===== src/sv/accumulator_integer_alu_core_assert.svh =====
// ----------------------------------------------------------------------------
// Accumulator integer ALU core - assertion macros
// Small wrappers so that each check reads as one line in the RTL.
// ----------------------------------------------------------------------------
`ifndef ACCUMULATOR_INTEGER_ALU_CORE_ASSERT_SVH
`define ACCUMULATOR_INTEGER_ALU_CORE_ASSERT_SVH

// Same-cycle implication, disabled while in reset
`define AIA_ASSERT_IMP(label, clk, rst_n, ante, cons, msg) \
	label: assert property (@(posedge clk) disable iff (!(rst_n)) \
		(ante) |-> (cons)) else $error(msg);

// Next-cycle implication, disabled while in reset
`define AIA_ASSERT_NXT(label, clk, rst_n, ante, cons, msg) \
	label: assert property (@(posedge clk) disable iff (!(rst_n)) \
		(ante) |=> (cons)) else $error(msg);

`endif


===== src/sv/aia_pkg.sv =====
// ----------------------------------------------------------------------------
// aia_pkg
// Shared types for the accumulator integer ALU: operation codes, sequencer
// states and the request/response bundles between core and iterative unit.
// ----------------------------------------------------------------------------
`timescale 1ns / 1ps
`default_nettype none

package aia_pkg;

	localparam int unsigned DATA_W = 32;
	localparam int unsigned CNT_W  = $clog2(DATA_W);

	// Operation codes as carried in the op field
	typedef enum logic [2:0] {
		OP_ADD  = 3'd0,
		OP_SUB  = 3'd1,
		OP_MUL  = 3'd2,
		OP_DIV  = 3'd3,
		OP_POW  = 3'd4,
		OP_MOD  = 3'd5,
		OP_NONE = 3'd6
	} op_t;

	// Iterative unit sequencer
	typedef enum logic [2:0] {
		U_IDLE,
		U_MUL,
		U_DIV,
		U_FIX,
		U_PMUL,
		U_PSQ,
		U_DONE
	} unit_state_t;

	// Core to unit
	typedef struct packed {
		logic start;
		logic ack;
		op_t  op;
	} unit_req_t;

	// Unit to core
	typedef struct packed {
		logic              done;
		logic              keep;
		logic              div_zero;
		logic [DATA_W-1:0] value;
	} unit_resp_t;

endpackage

`default_nettype wire


===== src/sv/aia_iter_unit.sv =====
// ----------------------------------------------------------------------------
// aia_iter_unit
// Iterative arithmetic unit: one shared 32x32 multiplier for multiply and
// square-and-multiply power, one restoring divider step per cycle for
// divide and modulo, all under a small sequencer.
// ----------------------------------------------------------------------------
`timescale 1ns / 1ps
`default_nettype none

module aia_iter_unit (
	input  wire                              clk,
	input  wire                              arst_n,
	input  wire  aia_pkg::unit_req_t         req,
	input  wire  [aia_pkg::DATA_W-1:0]       a,
	input  wire  [aia_pkg::DATA_W-1:0]       b,
	output aia_pkg::unit_resp_t              resp
);
	import aia_pkg::*;

	unit_state_t        state_q, state_d;
	op_t                op_q;
	logic [DATA_W-1:0]  res_q;
	logic               keep_q;
	logic               dz_q;
	logic [DATA_W-1:0]  quo_q;
	logic [DATA_W-1:0]  rem_q;
	logic [DATA_W-1:0]  dvs_q;
	logic [CNT_W-1:0]   cnt_q;
	logic               neg_q;
	logic [DATA_W-1:0]  pacc_q;
	logic [DATA_W-1:0]  sq_q;
	logic [DATA_W-1:0]  exp_q;

	logic [DATA_W-1:0]  mag_a, mag_b;
	logic [DATA_W-1:0]  mul_x, mul_p;
	logic [DATA_W:0]    trial;
	logic [DATA_W-1:0]  fix_sel;

	// Operand magnitudes for the divider
	assign mag_a = a[DATA_W-1] ? (DATA_W'(0) - a) : a;
	assign mag_b = b[DATA_W-1] ? (DATA_W'(0) - b) : b;

	// Shared multiplier, low word only
	assign mul_x = (state_q == U_PSQ) ? sq_q : pacc_q;
	assign mul_p = mul_x * sq_q;

	// Restoring divider trial subtract
	assign trial = {rem_q, quo_q[DATA_W-1]} - {1'b0, dvs_q};

	// Sign fix-up source
	assign fix_sel = (op_q == OP_DIV) ? quo_q : rem_q;

	// State register
	always_ff @(posedge clk or negedge arst_n) begin
		if (!arst_n) begin
			state_q <= U_IDLE;
		end else begin
			state_q <= state_d;
		end
	end

	// Next state
	always_comb begin
		state_d = state_q;
		case (state_q)
			U_IDLE: begin
				if (req.start) begin
					case (req.op)
						OP_MUL:  state_d = U_MUL;
						OP_DIV, OP_MOD: begin
							state_d = (b == '0) ? U_DONE : U_DIV;
						end
						OP_POW:  state_d = b[DATA_W-1] ? U_DONE : U_PMUL;
						default: state_d = U_DONE;
					endcase
				end
			end
			U_MUL:  state_d = U_DONE;
			U_DIV:  state_d = (cnt_q == '0) ? U_FIX : U_DIV;
			U_FIX:  state_d = U_DONE;
			U_PMUL: state_d = (exp_q == '0) ? U_DONE : U_PSQ;
			U_PSQ:  state_d = U_PMUL;
			U_DONE: state_d = req.ack ? U_IDLE : U_DONE;
			default: state_d = U_IDLE;
		endcase
	end

	// Working registers
	always_ff @(posedge clk) begin
		case (state_q)
			U_IDLE: begin
				if (req.start) begin
					op_q   <= req.op;
					keep_q <= 1'b0;
					dz_q   <= 1'b0;
					case (req.op)
						OP_ADD: res_q <= a + b;
						OP_SUB: res_q <= a - b;
						OP_MUL: begin
							pacc_q <= a;
							sq_q   <= b;
						end
						OP_DIV, OP_MOD: begin
							if (b == '0) begin
								keep_q <= 1'b1;
								dz_q   <= 1'b1;
							end
							quo_q <= mag_a;
							dvs_q <= mag_b;
							rem_q <= '0;
							cnt_q <= CNT_W'(DATA_W - 1);
							neg_q <= (req.op == OP_DIV) ? (a[DATA_W-1] ^ b[DATA_W-1])
								: a[DATA_W-1];
						end
						OP_POW: begin
							res_q  <= DATA_W'(1);
							pacc_q <= DATA_W'(1);
							sq_q   <= a;
							exp_q  <= b;
						end
						default: keep_q <= 1'b1;
					endcase
				end
			end
			U_MUL: res_q <= mul_p;
			U_DIV: begin
				// one quotient bit per cycle
				if (!trial[DATA_W]) begin
					rem_q <= trial[DATA_W-1:0];
					quo_q <= {quo_q[DATA_W-2:0], 1'b1};
				end else begin
					rem_q <= {rem_q[DATA_W-2:0], quo_q[DATA_W-1]};
					quo_q <= {quo_q[DATA_W-2:0], 1'b0};
				end
				cnt_q <= cnt_q - CNT_W'(1);
			end
			U_FIX: res_q <= neg_q ? (DATA_W'(0) - fix_sel) : fix_sel;
			U_PMUL: begin
				if (exp_q == '0) begin
					res_q <= pacc_q;
				end else if (exp_q[0]) begin
					pacc_q <= mul_p;
				end
			end
			U_PSQ: begin
				sq_q  <= mul_p;
				exp_q <= exp_q >> 1;
			end
			default: ;
		endcase
	end

	// Response bundle
	always_comb begin
		resp.done     = (state_q == U_DONE);
		resp.keep     = keep_q;
		resp.div_zero = dz_q;
		resp.value    = res_q;
	end

endmodule

`default_nettype wire


===== src/sv/accumulator_integer_alu_core.sv =====
// ----------------------------------------------------------------------------
// accumulator_integer_alu_core
// Signed 32-bit calculator with an accumulator. Input words carry op,
// use_acc, operand_a and operand_b under in_valid/in_stall; each word gives
// one result word (value, div_zero) under out_valid/out_stall, and value
// also becomes the new accumulator. Arithmetic wraps modulo 2^32.
// In the iterative unit, add, sub, none, a refused divide and a negative
// exponent go straight to done; multiply uses the shared multiplier once,
// divide and modulo take 32 restoring steps plus a sign fix, and power runs
// square-and-multiply up to the top set exponent bit, the single shared
// multiplier doing one multiply or one square per cycle. in_stall is high
// from acceptance until the result is loaded into the output register, so
// one word is in flight at a time and the next word can be taken in the
// cycle after that; a new word can be taken while out_valid waits.
// Reset clears the accumulator to zero and empties the output register.
// While out_stall is high and the output register is full, a finished result waits in the unit.
// ----------------------------------------------------------------------------
`timescale 1ns / 1ps
`default_nettype none

`include "accumulator_integer_alu_core_assert.svh"

module accumulator_integer_alu_core (
	input  wire                                  clk,
	input  wire                                  arst_n,
	input  wire                                  in_valid,
	output logic                                 in_stall,
	input  wire  [2:0]                           op,
	input  wire                                  use_acc,
	input  wire  signed [aia_pkg::DATA_W-1:0]    operand_a,
	input  wire  signed [aia_pkg::DATA_W-1:0]    operand_b,
	output logic                                 out_valid,
	input  wire                                  out_stall,
	output logic signed [aia_pkg::DATA_W-1:0]    value,
	output logic                                 div_zero
);
	import aia_pkg::*;

	logic               busy_q;
	logic               out_valid_q;
	logic [DATA_W-1:0]  value_q;
	logic               div_zero_q;
	logic [DATA_W-1:0]  acc_q;

	logic               in_accept;
	logic               res_take;
	logic [DATA_W-1:0]  first_opd;
	logic [DATA_W-1:0]  new_value;
	unit_req_t          req;
	unit_resp_t         resp;

	assign in_accept = in_valid && !busy_q;
	assign res_take  = resp.done && (!out_valid_q || !out_stall);
	assign first_opd = use_acc ? acc_q : operand_a;
	assign new_value = resp.keep ? acc_q : resp.value;

	always_comb begin
		req.start = in_accept;
		req.ack   = res_take;
		req.op    = op_t'(op);
	end

	aia_iter_unit u_iter (
		.clk    (clk),
		.arst_n (arst_n),
		.req    (req),
		.a      (first_opd),
		.b      (operand_b),
		.resp   (resp)
	);

	// Busy flag, output word valid and accumulator
	always_ff @(posedge clk or negedge arst_n) begin
		if (!arst_n) begin
			busy_q      <= 1'b0;
			out_valid_q <= 1'b0;
			acc_q       <= '0;
		end else begin
			if (in_accept) begin
				busy_q <= 1'b1;
			end else if (res_take) begin
				busy_q <= 1'b0;
			end
			if (res_take) begin
				out_valid_q <= 1'b1;
				acc_q       <= new_value;
			end else if (!out_stall) begin
				out_valid_q <= 1'b0;
			end
		end
	end

	// Output payload
	always_ff @(posedge clk) begin
		if (res_take) begin
			value_q    <= new_value;
			div_zero_q <= resp.div_zero;
		end
	end

	assign in_stall  = busy_q;
	assign out_valid = out_valid_q;
	assign value     = value_q;
	assign div_zero  = div_zero_q;

	// Checks
	`AIA_ASSERT_NXT(a_accept_busy, clk, arst_n, in_accept, busy_q, "not busy after accept")
	`AIA_ASSERT_NXT(a_take_valid, clk, arst_n, res_take, out_valid_q, "result not presented")
	`AIA_ASSERT_IMP(a_acc_match, clk, arst_n, out_valid_q, acc_q == value_q, "acc mismatch")
	`AIA_ASSERT_IMP(a_done_busy, clk, arst_n, resp.done, busy_q, "unit done while idle")

endmodule

`default_nettype wire


===== config.mk =====
export PLATFORM = sky130hd
export DESIGN_NAME = accumulator_integer_alu_core
export DESIGN_NICKNAME = d
export VERILOG_FILES = /design/src/sv/aia_pkg.sv /design/src/sv/aia_iter_unit.sv /design/src/sv/accumulator_integer_alu_core.sv
export VERILOG_INCLUDE_DIRS = /design/src /design/src/sv
export SDC_FILE = /design/constraint.sdc
export NUM_CORES = 2
export LEC_CHECK = 0
export ABC_AREA = 1
export CAP_MARGIN = 10
export CORE_MARGIN = 5
export CORE_UTILIZATION = 40
export DETAILED_ROUTE_END_ITERATION = 7
export DONT_BUFFER_PORTS = 1
export REMOVE_ABC_BUFFERS = 1
export SLEW_MARGIN = 0
export SYNTH_ARGS = -nofsm -noshare
export SYNTH_HDL_FRONTEND = slang
export SYNTH_SLANG_ARGS = --single-unit
export TNS_END_PERCENT = 10

===== constraint.sdc =====
create_clock -name clk -period 10.4 [get_ports clk]
set_input_delay 2.08 -clock clk [delete_from_list [all_inputs] [get_ports clk]]
set_output_delay 2.08 -clock clk [all_outputs]
set_load 0.01 [all_outputs]

==> metrics list <==
- Outcome: finished, final reports clean
* Number of buffers added to fix hold violations after cts: 0
- Maximum number of pins on one net before global-route repair: 90
- Type of origin of the critical path: register
- By startpoint and endpoint, the worst setup path is classified as reg2reg.
* Worst-Margin Slew: around 1.1 ns
* # port buffers: 0
- After synthesis, the mean cell area works out to 7.874 sq um.
- STA puts the critical path data arrival time at 9.35 ns.
- Routability-driven placement finished with a final weighted congestion of around 1.
- The initial antenna violation count was 7.
- Number of synthesized flops with an enable pin: 268
* CTS tree: done
- Insertion delay of the later-clocked pin in the worst-skew pair: approximately 0.6 ns
- Final critical path time including I/O delays and setup: slightly below 9 ns
* Hold Crit Class: reg2reg
- Final Hold Fails: 0
- Summing the areas of all and, or, nand and nor instances in the mapped netlist gives around a fifth of the synthesized area.
- For this run, the slowest stage of the critical path takes ~0.64 ns.
- Worst-case clock skew: ~0.021 ns
- After synthesis, the largest family of logic cells by area is adder cells.
* Number of levels in the clock H-tree: 1
- Fmax: roughly 0.11 GHz
- Data required time of the critical path: between 10 and 15 ns
- Global-route met3 utilization: under 10%
- In this run the worst path has a maximum fanout of 15.
- Vias in the first global route: 30960
* Bufs on Longest Clock Path: 3
- For this run, the detailed router's first-pass iteration total came to 5.
* Area added between synthesis and finish: 6.081%
- After floorplanning, the core was divided into 110 placement rows.
- Share of post-route cells with drive strength above 1: 4.459%
- Synthesized flop and latch total: ~300
* Area share of xor/xnor cells in the synthesized design: between 2 and 3%
- Vertical extent of the die: approximately 310 um
- Period Utilization, post-route: 85.77%
- The clock net in this run drives a total of about 310 sinks.
- Post-CTS clock slew at the launch and capture registers of the worst setup and hold paths: around 0.07 ns
* Finish-stage setup viols: 0
* HPWL reported at the end of detailed placement: 101500 um
- Synthesis handed over a netlist of about 4600 instances.
- Synth Area in Compound Gates: 11.81%
- Core Box Area: about 90000 sq um
- Mux share of post-synthesis cell area: less than 1%
- The total overflow left after global routing is 0.
* Number of design-rule violations left by the first detailed-router iteration: 2766
- Max-cap violations in this run came to 0.
* Final TNS setup: 0 ns
- Setup repair after global routing left no endpoint under its margin.
* Global-route track usage on met1: 34.45%
- Nets@finish: ~5200
* Post-synthesis adder-cell area fraction: slightly below 30%
- TritonCTS buffer count: 29
- The first global-routing pass estimated 189900 um of wire.
* YS warnings: 0
- Clock Root Buffer: sky130_fd_sc_hd__clkbuf_16
* Share of the yosys chip area belonging to registers: 24.85%
* Synth cell types: about 60
* Critical path capture point type: register
- In this run the post-CTS setup repair buffer count came out at 0.
* Routed wire per std cell: roughly 22 um
- Global routing consumed, over all layers together, roughly a quarter of the routing resources.
- The routed design has between 100000 and 150000 um of wire.
- Among all flip-flop cells after synthesis, the most frequent one is sky130_fd_sc_hd__edfxtp_1.
- Die Outline Area: between 90000 and 100000 sq um
- The die is just over 300 um wide.
* Drt drc: 0
- Most prevalent standard cell on the critical path: sky130_fd_sc_hd__fa_1
* Number of max-slew violations in the final report: 0
- Max stage delay cell, worst path: sky130_fd_sc_hd__fa_1
- Initial Utilization: between 40% and 50%
- Filler cell count in the final layout: roughly 9000
* Antenna-violating nets left: 0
- Via-per-instance ratio: ~5.4
* Most common cell after layout, fill and taps aside: sky130_fd_sc_hd__nand2_1
* Relative slew slack: between 20% and 30%
* Vias: 30800
- Fraction of synthesis flops using an asynchronous set or reset pin: between 10% and 20%
- For this run, global-route usage on met2 was measured as around 43%.
- Number of gates resized after cts: 0
- Most used routing layer: met2
- Pin placement for this block handled 107 I/O pins.
- After synthesis the cells add up to between 30000 and 40000 sq um.
- Most frequent cells in the layout: 936 x sky130_fd_sc_hd__nand2_1, 813 x sky130_fd_sc_hd__inv_1, 510 x sky130_fd_sc_hd__nor2_1
[critical path: cells and delay by family (launching register included)]
kind            cells  cell delay, ns
simple gates       10            2.00
xor+xnor            1            0.29
buf+inv             7            1.15
fa+ha+maj           9            4.00
flops               1            0.55
compound gates      4            0.75
[Yosys cell counts (12+ instances only)]
cell | number | area, sq um
sky130_fd_sc_hd__o22ai_1 | 23 | 143.9
sky130_fd_sc_hd__o21ai_1 | 30 | 150.1
sky130_fd_sc_hd__clkbuf_1 | 131 | 491.7
sky130_fd_sc_hd__fa_1 | 410 | 8208
sky130_fd_sc_hd__inv_1 | 813 | 3052
sky130_fd_sc_hd__or2_2 | 23 | 143.9
sky130_fd_sc_hd__a31oi_1 | 15 | 93.84
sky130_fd_sc_hd__buf_2 | 20 | 100.1
sky130_fd_sc_hd__a21o_1 | 14 | 105.1
sky130_fd_sc_hd__nor3_1 | 35 | 175.2
sky130_fd_sc_hd__a21oi_1 | 241 | 1206
sky130_fd_sc_hd__clkinv_1 | 12 | 45.04
sky130_fd_sc_hd__xnor2_1 | 27 | 236.5
sky130_fd_sc_hd__nand3b_1 | 14 | 105.1
sky130_fd_sc_hd__o2111ai_1 | 20 | 175.2
sky130_fd_sc_hd__edfxtp_1 | 268 | 8048
sky130_fd_sc_hd__xor2_1 | 83 | 727.0
sky130_fd_sc_hd__nor2_1 | 515 | 1933
sky130_fd_sc_hd__dfrtp_1 | 37 | 925.9
sky130_fd_sc_hd__nand2_1 | 937 | 3517
sky130_fd_sc_hd__o21ai_0 | 367 | 1837
sky130_fd_sc_hd__ha_1 | 191 | 2390
sky130_fd_sc_hd__nand4_1 | 33 | 206.5
sky130_fd_sc_hd__inv_2 | 12 | 45.04
sky130_fd_sc_hd__nand3_1 | 165 | 825.8
sky130_fd_sc_hd__nor4_1 | 16 | 100.1
[routing by layer]
layer,vias up,wire length [um]
met5,-,27
met4,4,5859
met3,228,10440
met2,1260,57680
met1,14910,51700
li1,14400,-
[final cells by class]
| cell class | instances | area (sq um) | area share [%] |
|---|---|---|---|
| antenna | 4 | 10.01 | 0.02613 |
| clock buffer | 38 | 789.5 | 2.061 |
| clock inverter | 16 | 158.9 | 0.4148 |
| inverter | 837 | 3142 | 8.202 |
| multi-input combinational | 3268 | 23270 | 60.74 |
| sequential | 305 | 8974 | 23.43 |
| tap | 1176 | 1471 | 3.841 |
| timing repair buffer | 66 | 495.5 | 1.293 |
[kinds of logic after synthesis]
logic type,after synthesis
and+or+nand+nor,1779
buffers and inverters,1013
AOI/OAI and AO/OA,776
adders and majority gates,601
DFF,305
xor gates and xnor gates,110
muxes,2
[worst paths after layout]
path                            cells after the start         endpoint  slack, ns              start
worst min register to register                      0         div_zero       0.43        u_iter.dz_q
worst max register to register                     31  u_iter.sq_q[29]       1.48  u_iter.state_q[2]
max in group asynchronous                           0        acc_q[28]       9.06             arst_n
min in group asynchronous                           0         acc_q[2]       1.18             arst_n
worst max-delay path                               31  u_iter.sq_q[29]       1.48  u_iter.state_q[2]
worst min-delay path                                0         div_zero       0.43        u_iter.dz_q
[stage by stage]
| step | cells | utilization, % | hold WS [ns] | area, sq um | worst slack, ns |
|---|---|---|---|---|---|
| CTS | 5706 | 42.61 | 0.4281 | 38300 | 1.627 |
| global placement | 5652 | 41.56 | 0.4226 | 37350 | 1.782 |
| floorplan | 4410 | - | 0.4003 | 35320 | 1.953 |
| finish | 5710 | 42.62 | 0.4255 | 38310 | 1.480 |
| detailed placement | 5652 | 41.56 | 0.4116 | 37350 | 1.663 |
| global route | 5706 | 42.61 | 0.4436 | 38300 | 0.9674 |
Power is left out: the tool's default activity adds up to more than one toggle a clock period on the data nets, which glitch-free logic cannot reach.
